==> config.mk <==
export PLATFORM = sky130hd
export DESIGN_NAME = prc_controller
export DESIGN_NICKNAME = d
export VERILOG_FILES = /design/src/design/prc_pkg.sv /design/src/design/prc_controller.sv
export SDC_FILE = /design/constraint.sdc
export NUM_CORES = 1
export LEC_CHECK = 0
export ABC_CLOCK_PERIOD_IN_PS = 3300
export BUFFER_PORTS_ARGS = -buffer_cell sky130_fd_sc_hd__buf_2
export CELL_PAD_IN_SITES_DETAIL_PLACEMENT = 2
export CELL_PAD_IN_SITES_GLOBAL_PLACEMENT = 2
export CORE_ASPECT_RATIO = 1.75
export CORE_MARGIN = 3
export CORE_UTILIZATION = 33
export CTS_CLUSTER_DIAMETER = 60
export DETAILED_ROUTE_END_ITERATION = 10
export PLACE_DENSITY = 0.82
export SETUP_SLACK_MARGIN = 0.4
export SLEW_MARGIN = 30
export SYNTH_ARGS = -nofsm -noshare
export SYNTH_HDL_FRONTEND = slang
export SYNTH_SLANG_ARGS = --single-unit
==> constraint.sdc <==
create_clock -name clock -period 3.3 [get_ports clock]
set_clock_uncertainty 0.05 [all_clocks]
set_input_delay 0.165 -clock clock [delete_from_list [all_inputs] [get_ports clock]]
set_output_delay 0.165 -clock clock [all_outputs]
set_load 0.01 [all_outputs]
==> src/design/prc_pkg.sv <==
// shared constants, types and the controller command struct for the polygon region classifier
package prc_pkg;

   localparam int MaxVertices  = 16;
   localparam int PolygonCount = 4;
   localparam int CoordWidth   = 32;
   localparam int MinPolyVertices = 3;
   localparam int TableDepth   = PolygonCount * MaxVertices;
   localparam int AddrWidth    = $clog2(TableDepth);
   localparam int SlotWidth    = $clog2(MaxVertices);
   localparam int PolyWidth    = $clog2(PolygonCount);
   localparam int DiffWidth    = CoordWidth + 1;
   localparam int ProdWidth    = 2 * DiffWidth;

   typedef enum logic {
      CMD_LOAD     = 1'b0,
      CMD_CLASSIFY = 1'b1
   } cmd_type;

   typedef enum logic [2:0] {
      CLASS_TARGET     = 3'd0,
      CLASS_SECOND     = 3'd1,
      CLASS_BACK_ONE   = 3'd2,
      CLASS_BACK_TWO   = 3'd3,
      CLASS_MIXED      = 3'd4
   } class_type;

   typedef enum logic [1:0] {
      CSR_FIRST  = 2'd0,
      CSR_SECOND = 2'd1,
      CSR_THIRD  = 2'd2,
      CSR_FOURTH = 2'd3
   } csr_index_type;

   // controller to datapath
   typedef struct packed {
      logic                 load_point;   // capture request point
      logic                 write_vertex; // store request vertex
      logic                 read_vertex;  // issue table read
      logic [AddrWidth-1:0] read_addr;
      logic                 edge_first;   // read data is last vertex of polygon, start of edge walk
      logic                 edge_step;    // read data is next vertex, evaluate edge
      logic                 mul_step;     // products registered, finish compare
      logic                 poly_done;    // latch inside bit of current polygon
      logic [PolyWidth-1:0] poly;
      logic                 clear_mask;
   } dp_cmd_type;

endpackage

==> src/design/prc_controller.sv <==
// sequencer: request handshake, edge walk over each polygon, result register
module prc_controller (
   input  logic                     clock,
   input  logic                     reset,
   input  logic                     req_valid,
   output logic                     req_ready,
   input  logic                     req_cmd,
   input  logic [1:0]               req_polygon_select,
   input  logic [3:0]               req_vertex_slot,
   input  logic                     csr_write_enable,
   input  logic [1:0]               csr_index,
   input  logic [4:0]               csr_write_data,
   output prc_pkg::dp_cmd_type      cmd,
   output logic [prc_pkg::AddrWidth-1:0] wr_addr,
   input  logic [prc_pkg::PolygonCount-1:0] mask,
   output logic                     rsp_valid,
   input  logic                     rsp_ready,
   output logic [2:0]               rsp_region,
   output logic                     rsp_is_target,
   output logic [3:0]               rsp_inside_mask
);
   import prc_pkg::*;

   typedef enum logic [2:0] {
      ST_IDLE, ST_POLY, ST_FIRST, ST_EDGE, ST_LAST, ST_DONE, ST_RESULT
   } state_type;

   localparam int CntWidth = $clog2(MaxVertices + 1);

   state_type state_ff, state_in;
   logic [4:0] count_ff [PolygonCount];
   logic [PolyWidth-1:0] poly_ff, poly_in;
   logic [CntWidth-1:0] idx_ff, idx_in, n_cur;
   logic [4:0] raw_n;
   logic mul_pend_ff, mul_pend_in;
   logic rsp_valid_ff, rsp_valid_in;
   class_type code_ff, code_in;
   logic [3:0] mask_out_ff, mask_out_in;
   logic accept;

   // vertex count registers
   always_ff @(posedge clock) begin
      if (reset) begin
         for (int k = 0; k < PolygonCount; k++) count_ff[k] <= '0;
      end else if (csr_write_enable) begin
         count_ff[csr_index] <= csr_write_data;
      end
   end

   assign raw_n = count_ff[poly_ff];
   assign n_cur = (raw_n > 5'(MaxVertices)) ? CntWidth'(MaxVertices) : CntWidth'(raw_n);
   assign accept = req_valid && req_ready;
   assign req_ready = (state_ff == ST_IDLE) && !rsp_valid_ff;
   assign wr_addr = AddrWidth'({req_polygon_select, req_vertex_slot});

   // next state and commands
   always_comb begin
      state_in = state_ff;
      poly_in = poly_ff;
      idx_in = idx_ff;
      mul_pend_in = 1'b0;
      rsp_valid_in = rsp_valid_ff && !rsp_ready;
      code_in = code_ff;
      mask_out_in = mask_out_ff;
      cmd = '0;
      cmd.poly = poly_ff;
      cmd.read_addr = AddrWidth'({poly_ff, idx_ff[SlotWidth-1:0]});
      unique case (state_ff)
         ST_IDLE: begin
            if (accept) begin
               if (req_cmd == CMD_LOAD) begin
                  cmd.write_vertex = 1'b1;
               end else begin
                  cmd.load_point = 1'b1;
                  cmd.clear_mask = 1'b1;
                  poly_in = '0;
                  state_in = ST_POLY;
               end
            end
         end
         ST_POLY: begin
            // read last vertex first so the first edge is (n-1, 0)
            if (n_cur < CntWidth'(MinPolyVertices)) begin
               state_in = ST_DONE;
               mul_pend_in = '0;
            end else begin
               cmd.read_vertex = 1'b1;
               cmd.read_addr = AddrWidth'({poly_ff, SlotWidth'(n_cur - 1'b1)});
               idx_in = '0;
               state_in = ST_FIRST;
            end
         end
         ST_FIRST: begin
            cmd.edge_first = 1'b1;
            cmd.read_vertex = 1'b1;
            idx_in = idx_ff + 1'b1;
            state_in = ST_EDGE;
         end
         ST_EDGE: begin
            cmd.edge_step = 1'b1;
            mul_pend_in = 1'b1;
            if (idx_ff == n_cur) begin
               state_in = ST_LAST;
            end else begin
               cmd.read_vertex = 1'b1;
               idx_in = idx_ff + 1'b1;
            end
         end
         ST_LAST: begin
            if (mul_pend_ff) cmd.mul_step = 1'b1;
            state_in = ST_DONE;
         end
         ST_DONE: begin
            cmd.poly_done = 1'b1;
            if (poly_ff == PolyWidth'(PolygonCount - 1)) begin
               state_in = ST_RESULT;
            end else begin
               poly_in = poly_ff + 1'b1;
               state_in = ST_POLY;
            end
         end
         ST_RESULT: begin
            unique case (mask)
               4'b0001: code_in = CLASS_TARGET;
               4'b0010: code_in = CLASS_SECOND;
               4'b0100: code_in = CLASS_BACK_ONE;
               4'b1000: code_in = CLASS_BACK_TWO;
               default: code_in = CLASS_MIXED;
            endcase
            mask_out_in = mask;
            rsp_valid_in = 1'b1;
            state_in = ST_IDLE;
         end
         default: state_in = ST_IDLE;
      endcase
      if (state_ff == ST_EDGE && mul_pend_ff) cmd.mul_step = 1'b1;
   end

   always_ff @(posedge clock) begin
      if (reset) begin
         state_ff <= ST_IDLE;
         poly_ff <= '0;
         idx_ff <= '0;
         mul_pend_ff <= 1'b0;
         rsp_valid_ff <= 1'b0;
         code_ff <= CLASS_MIXED;
         mask_out_ff <= '0;
      end else begin
         state_ff <= state_in;
         poly_ff <= poly_in;
         idx_ff <= idx_in;
         mul_pend_ff <= mul_pend_in;
         rsp_valid_ff <= rsp_valid_in;
         code_ff <= code_in;
         mask_out_ff <= mask_out_in;
      end
   end

   assign rsp_valid = rsp_valid_ff;
   assign rsp_region = code_ff;
   assign rsp_is_target = (code_ff == CLASS_TARGET);
   assign rsp_inside_mask = mask_out_ff;

   // no request taken while a result waits
   assert property (@(posedge clock) disable iff (reset) rsp_valid_ff |-> !req_ready)
      else $error("request accepted with result pending");
   // a result appears only after the classification pass
   assert property (@(posedge clock) disable iff (reset)
      $rose(rsp_valid_ff) |-> $past(state_ff) == ST_RESULT)
      else $error("result without classification");
   // polygon pass ends in ST_DONE, which latches its mask bit, then moves to the next polygon or the result
   assert property (@(posedge clock) disable iff (reset)
      (state_ff == ST_DONE) |=> (state_ff == ST_POLY || state_ff == ST_RESULT))
      else $error("bad polygon sequencing");

endmodule

==> results by group, run 1 <==
Die
  • Core box area: between 6000 and 7000 µm²
  • Initial Utilization: 34.2%
  • Die H: 118 µm
  • Std cell rows: 40
  • Ports: 55
  • Width of the chip: 70.2 µm
  • Die area: 8310 µm²

Drt
  • Uppermost routed layer: met4
  • WL met3: 159 µm
  • M1 WL: about 2300 µm
  • Starting DRC count in detailed routing: 85
  • DRT Wirelength: 6410 µm
  • DR DRC count: 0
  • Total iterations of the first detailed-routing run: 2
  • Via Count: 1,891
  • Remaining antenna violation count: 0
  • DR vias/cell: ~5.3
  • Met2 wire len: 3850 µm
  • WL/cell: 18.1 µm

Global route
  • Largest net degree at the start of global routing: 25
  • First-pass GRT wire length: about 10,000 µm
  • Initial antenna violation count: 0
  • Total congestion overflow: 0
  • Vias in the first global route: 2,031
  • All-Layer GR Usage: between 15 and 20%

Logic synthesis
  • Seq/Total Area, Yosys: 42.9%
  • Top_reg_cell synth: dfxtp_1
  • Mapped Cells: ~240
  • Async set-reset flop share out of synthesis: 0%
  • EDFF count, synth: 20
  • Synth Net Count: 265
  • Netlist Area Pre-Place: 2380 µm²
  • YS warnings: 0
  • Seq cells post-synth: ~40
  • Synthesized area per cell: about 10 µm²
  • Netlist cell types: 53

Pwr
  • Power Density: 440 nW/µm²
  • Pleak: 0.00110 µW
  • VDD IR max: 0.000227 V

STA
  • Max Slew Vio Count: 0
  • Setup WS post-layout: between 0.5 and 0.6 ns
  • Least-Margin Pin Slew: 0.648 ns
  • RSZ-0062 raised after global routing: no
  • Tcrit/Tclk final: between 80% and 90%
  • Setup TNS: 0 ns
  • Final hold vios: 0
  • Fmax: ~360 MHz
  • Slew HR: 56.7%
  • # setup viols final: 0
  • Min Tclk post-route: 2.75 ns

CTS
  • Skew-Pair Late Insertion Delay: roughly 0.28 ns
  • H-Tree Depth: 2
  • CTS buffer count: 5
  • Root Buffer: clkbuf_16
  • CTS tree: yes
  • Cts hold-fix bufs: 0
  • Clock Sinks: 41
  • Max clock buf depth: 2
  • Worst-path clk slew: 0.06 ns

Setup path
  • Crit path kind: reg2out
  • Startpoint types: register
  • Worst Path Max Fanout: 11
  • Worst EP arrival: 2.54 ns
  • CP endpoint kind: output port
  • Critical Path RT: between 3 and 4 ns

Layout
  • Post-route insts no fill: 355
  • Layout cells sized above 1: 25.1%
  • Layout area overhead: 15.5%
  • NumNets Final: about 300
  • Ant. Diodes: 0
  • Post-layout utilization of the core: 39.5%

Worst hold path
  • Hold/Removal Path Class: in2reg

Place
  • Final Wtd Congestion: 0.760
  • DP Worst Slack: 0.497 ns
  • Port Buffers: 42
  • Post-DP HPWL: 4970 µm
  • Placed cell count: 345

Run
  • Max_cap viols: 0

Outcome
  • Status: completed
==> final cells by class <==
| class | instances | area, µm² |
|---|---|---|
| multi-input cells | 173 | 1230 |
| inverters | 4 | 15.0 |
| fillers | 767 | 4210 |
| clock inverters | 2 | 10.0 |
| repair buffers | 45 | 236 |
| flip-flops and latches | 41 | 1020 |
| well taps | 84 | 105 |
| clock buffers | 6 | 129 |
==> critical path, stage by stage, from the launching register on <==
cell	delay (ns)
dfxtp_1	0.37
buf_6	0.19
mux4_2	0.60
nand2b_1	0.23
a22oi_2	0.26
o2111ai_4	0.21
nand2_1	0.18
nand2b_1	0.07
buf_2	0.13
==> synth_stat cells (2+ instances only) <==
master,instances,area [µm²]
dfxtp_1,21,420
and2_1,22,138
or2_2,3,18.8
nand2_1,11,41.3
mux2i_1,11,110
o21ai_0,7,35.0
nor3b_1,3,22.5
buf_4,10,75.1
nor4b_1,2,17.5
nand3_1,4,20.0
inv_1,4,15.0
or3_1,2,12.5
nand2b_1,6,37.5
nor3_1,8,40.0
o22ai_1,2,12.5
a21boi_1,2,15.0
ha_1,3,37.5
xnor2_1,2,17.5
o21a_1,2,15.0
edfxtp_1,20,601
mux4_1,2,52.6
a221o_1,2,20.0
nor2_1,27,101
mux4_2,3,67.6
a21oi_1,15,75.1
xor2_1,3,26.3
clkbuf_1,9,33.8
nor2b_1,8,50.1
==> layout by cell type, fill, tap and decap left out, drive strengths merged, types with 11 or more instances in the layout <==
cell type  count
dfxtp         21
and2          22
mux2i         11
buf           45
edfxtp        20
a21oi         15
nor2          27
nand2         11
==> routing by layer <==
layer,vias up,track usage [%]
li1,910,-
met1,946,15.5
met2,25,32.2
met3,10,2.81
met4,0,6.47
met5,-,0
==> kinds of logic (layout without fill, tap and decap cells) <==
group           Yosys count  in the layout  share of synthesized area [%]
mux                      16             16                           9.67
simple gates            103            103                           24.0
xor+xnor                  5              5                           1.84
compound gates           46             46                           14.2
fa+ha+maj                 3              3                           1.58
flops                    41             41                           42.9
buf+inv                  25             57                           5.84
==> per-stage QoR <==
stage	total power [µW]	hold WS, ns	instance area (µm²)
floorplan	694	0.195	2380
CTS	1220	0.102	2710
finish	1210	0.102	2750
global placement	741	0.280	2580
global route	1270	0.129	2750
detailed placement	749	0.280	2580
==> registers in the layout, indices dropped and copies added (netlist names), named ones only <==
name / cells
count_ff: 20
idx_ff: 5
rsp_inside_mask: 4
rsp_region: 3
state_ff: 3
poly_ff: 2
mul_pend_ff: 1
rsp_valid: 1
==> report_power, final <==
part	leakage, µW	internal, µW	switching [µW]	total (µW)
Clock	0.0000706	278	191	468
Sequential	0.000365	557	18.4	575
Combinational	0.000663	68.6	97.1	166
Total	0.00110	903	306	1210
==> final timing paths <==
check | cells after the start | from | slack [ns] | to
hold / removal | 3 | rsp_ready | 0.10 | rsp_valid$_SDFF_PP0_
hold reg to reg | 2 | rsp_inside_mask[1]$_SDFFE_PP0P_ | 0.44 | rsp_inside_mask[1]$_SDFFE_PP0P_
setup / recovery | 8 | register | 0.55 | cmd[13]
setup reg to reg | 8 | register | 0.68 | idx_ff[3]$_SDFFE_PP0P_
==> what timing repair did <==
action / 4_1_cts / 5_1_grt
resized for setup: 1 / 3
buffers inserted: 0 / 2
endpoints found under the setup margin: 1 / 1
pin swaps: 0 / 2
hold endpoints to repair: 0 / 0
No activity file was read; power rests on OpenSTA's default activity.
==> run 2, diff against run 1 <==
--- a/config.mk
+++ b/config.mk
@@ -5,7 +5,7 @@
 export SDC_FILE = /design/constraint.sdc
 export NUM_CORES = 1
 export LEC_CHECK = 0
-export ABC_CLOCK_PERIOD_IN_PS = 3300
+export ABC_CLOCK_PERIOD_IN_PS = 2600
 export BUFFER_PORTS_ARGS = -buffer_cell sky130_fd_sc_hd__buf_2
 export CELL_PAD_IN_SITES_DETAIL_PLACEMENT = 2
 export CELL_PAD_IN_SITES_GLOBAL_PLACEMENT = 2
==> constraint.sdc (replaced) <==
create_clock -name clock -period 2.6 [get_ports clock]
set_clock_uncertainty 0.05 [all_clocks]
set_input_delay 0.13 -clock clock [delete_from_list [all_inputs] [get_ports clock]]
set_output_delay 0.13 -clock clock [all_outputs]
set_load 0.01 [all_outputs]
==> run 2 against run 1 <==
The run now ends with setup timing left. Hold slack worse by 0.041 ns. Register-to-register slack worse by 0.65 ns. Total power up 35%. Via count up 6.2%. Utilization up 3.5 points. Clock power up 31%. Wire length up 18%. Sequential share of layout area down 2.9 points. Count of clock-buffer cells in the layout unchanged. Combinational power up 71%. Critical path type unchanged. Critical endpoint is now cmd[10]. Largest power group unchanged.
==> results by group, run 2 (same netlist as run 1, synthesis figures left out) <==
STA
  • Least-Margin Pin Slew: 0.653 ns (+0.00582 ns)
  • Min Tclk post-route: between 2 and 3 ns
  • Slew HR: 56.1% (-0.63 points)
  • Setup WS post-layout: -0.0221 ns (-0.570 ns)
  • Tcrit/Tclk final: 101%
  • RSZ-0062 raised after global routing: yes
  • # setup viols final: 1 (+1)
  • Final hold vios: 0 (unchanged)
  • Max Slew Vio Count: 0 (unchanged)
  • Fmax: roughly 380 MHz

Pwr
  • Power Density: 545 nW/µm² (+24%)
  • VDD IR max: 0.000286 V (+26%)
  • Seq pwr share: 44.8% (-2.8 points)
  • NetSw: 439 µW (+43%)
  • Clock Power Share: 37.7% (-1.0 points)
  • Total power: 1630 µW (+35%)
  • Pleak: 0.00122 µW (+11%)
  • Gate power share: 17.4% (+3.7 points)
  • Pint: 1190 µW (+32%)
  • Sw Ratio: 26.9% (+1.6 points)

Die
  • Ports: 55 (unchanged)
  • Die H: 118 µm (unchanged)
  • Initial Utilization: 34.2% (unchanged)
  • Width of the chip: 70.2 µm (unchanged)
  • Core box area: 6960 µm² (unchanged)
  • Die area: 8310 µm² (unchanged)
  • Std cell rows: 40 (unchanged)

Drt
  • Starting DRC count in detailed routing: 79 (-7.1%)
  • DR vias/cell: 5.34 (+0.31%)
  • DRT Wirelength: 7590 µm (+18%)
  • Remaining antenna violation count: 0 (unchanged)
  • Total iterations of the first detailed-routing run: 4 (+2)
  • WL/cell: 20.2 µm (+12%)
  • Via Count: 2,009 (+6.2%)
  • DR DRC count: 0 (unchanged)

Place
  • Port Buffers: 42 (unchanged)
  • Final Wtd Congestion: 0.746 (-1.9%)
  • Post-DP HPWL: 5060 µm (+1.9%)
  • Placement Cell Area: 2630 µm² (+1.9%)

Layout
  • Layout fillers: 758 (-1.2%)
  • Most common cell after layout, fill and taps aside: buf_2
  • Final instance area: 2990 µm² (+8.7%)
  • Layout cells sized above 1: 34.2% (+9.2 points)
  • Max reg flops: 20 (unchanged)
  • Ant. Diodes: 0 (unchanged)
  • Most frequent cells in the layout: 42 x buf_2, 25 x nor2_1, 21 x and2_1
  • Layout area overhead: 25.6%
  • NumNets Final: 317 (+7.1%)
  • Largest Register: count_ff

Worst hold path
  • Worst Hold Depth: 3 (unchanged)
  • Hold/Removal Path Class: in2reg

CTS
  • CTS buffer count: 5 (unchanged)
  • CTS tree: yes
  • H-Tree Depth: 2 (unchanged)
  • Skew-Pair Late Insertion Delay: 0.29 ns (about the same)
  • Root Buffer: clkbuf_16
  • Cts hold-fix bufs: 0 (unchanged)
  • Worst-path clk slew: 0.06 ns (about the same)
  • Max clock buf depth: 2 (unchanged)
  • Clock Sinks: 41 (unchanged)

Global route
  • First-pass GRT wire length: 11,800 µm (+13%)
  • Initial antenna violation count: 0 (unchanged)
  • Total congestion overflow: 0 (unchanged)
  • Largest net degree at the start of global routing: 25 (unchanged)
  • Vias in the first global route: 2,216 (+9.1%)
  • All-Layer GR Usage: 18.3% (+2.2 points)

Outcome
  • Status: complete, but fails checks
  • Failing checks: setup timing

Setup path
  • Slowest cell delay on critical path: 0.58 ns (-0.02 ns)
  • Most numerous cell on the critical path: buf_4
  • Crit-path cells: mux4_2 > a2111oi_4 > buf_4 > nor4_4 > buf_4 > nor2_1 > a21oi_1 > buf_2
  • Critical Path RT: 2.42 ns (-0.66 ns)
  • Logic depth of the worst setup path including buffers: 8 (unchanged)
  • Startpoint types: register
  • Worst Path Max Fanout: 7 (-4)
  • Crit path max-delay cell type: mux4_2
  • Crit path kind: reg2out
  • Path depth of the worst reg2reg path: 9 (+1)
  • CP endpoint kind: output port
  • Crit path buf inv count: 3 (+1)
  • Worst EP arrival: 2.44 ns (-0.10 ns)
  • Largest delay share family, worst path: multiplexers

Run
  • Max_cap viols: 0 (unchanged)
-- run 2: worst min-delay path: stages --
cell,delay [ns]
buf_2,0.07
nand2b_1,0.09
a21oi_1,0.06
-- run 2: metal layers --
| layer | part of all wire [%] | GRT usage [%] | vias to the layer above | routed length (µm) |
|---|---|---|---|---|
| met5 | 0 | 0 | - | 0 |
| met4 | 3.7 | 9.23 | 0 | 282 |
| met3 | 2.6 | 2.81 | 17 | 200 |
| met2 | 60 | 36.2 | 39 | 4520 |
| met1 | 34 | 17.4 | 1006 | 2590 |
| li1 | - | - | 947 | - |
-- run 2: power groups by stage --
stage | clock (µW) | sequential (µW) | combinational (µW)
floorplan | 0 | 728 | 153
global placement | 0 | 738 | 211
detailed placement | 0 | 742 | 219
CTS | 625 | 728 | 253
global route | 651 | 733 | 307
finish | 615 | 731 | 284
-- run 2: through the flow --
stage	setup WS (ns)	util [%]	hold WS (ns)	setup TNS (ns)	instances
3_3_place_gp	0.103	37.8	0.210	0	352
6_report	-0.0221	43.0	0.0606	-0.0221	376
5_1_grt	-0.106	43.0	0.0849	-0.394	376
3_5_place_dp	0.0825	37.8	0.210	0	352
4_1_cts	0.0260	41.7	0.0710	0	372
2_1_floorplan	0.286	-	0.160	0	239
-- run 2: cell type report --
class	instances	area, µm²	area share (%)
tap	84	105	3.52
clock inverter	2	15.0	0.502
multi-input combinational	173	1280	42.9
timing repair buffer	66	417	13.9
inverter	4	15.0	0.502
sequential	41	1020	34.3
clock buffer	6	129	4.31
-- run 2: path summary, 6_finish.rpt --
path | start | to | slack [ns]
worst max-delay path | register | cmd[10] | -0.02
worst min-delay path | rsp_ready | rsp_valid$_SDFF_PP0_ | 0.06
worst max register to register | register | idx_ff[0]$_SDFFE_PP0P_ | 0.03
worst min register to register | rsp_inside_mask[3]$_SDFFE_PP0P_ | rsp_inside_mask[3]$_SDFFE_PP0P_ | 0.44
-- run 2: repair_timing --
action,4_1_cts,5_1_grt
endpoints found under the hold margin,0,0
gates resized for setup,12,13
buffers inserted,11,4
endpoints found under the setup margin,13,13
pin swaps,10,7
gates cloned,1,0
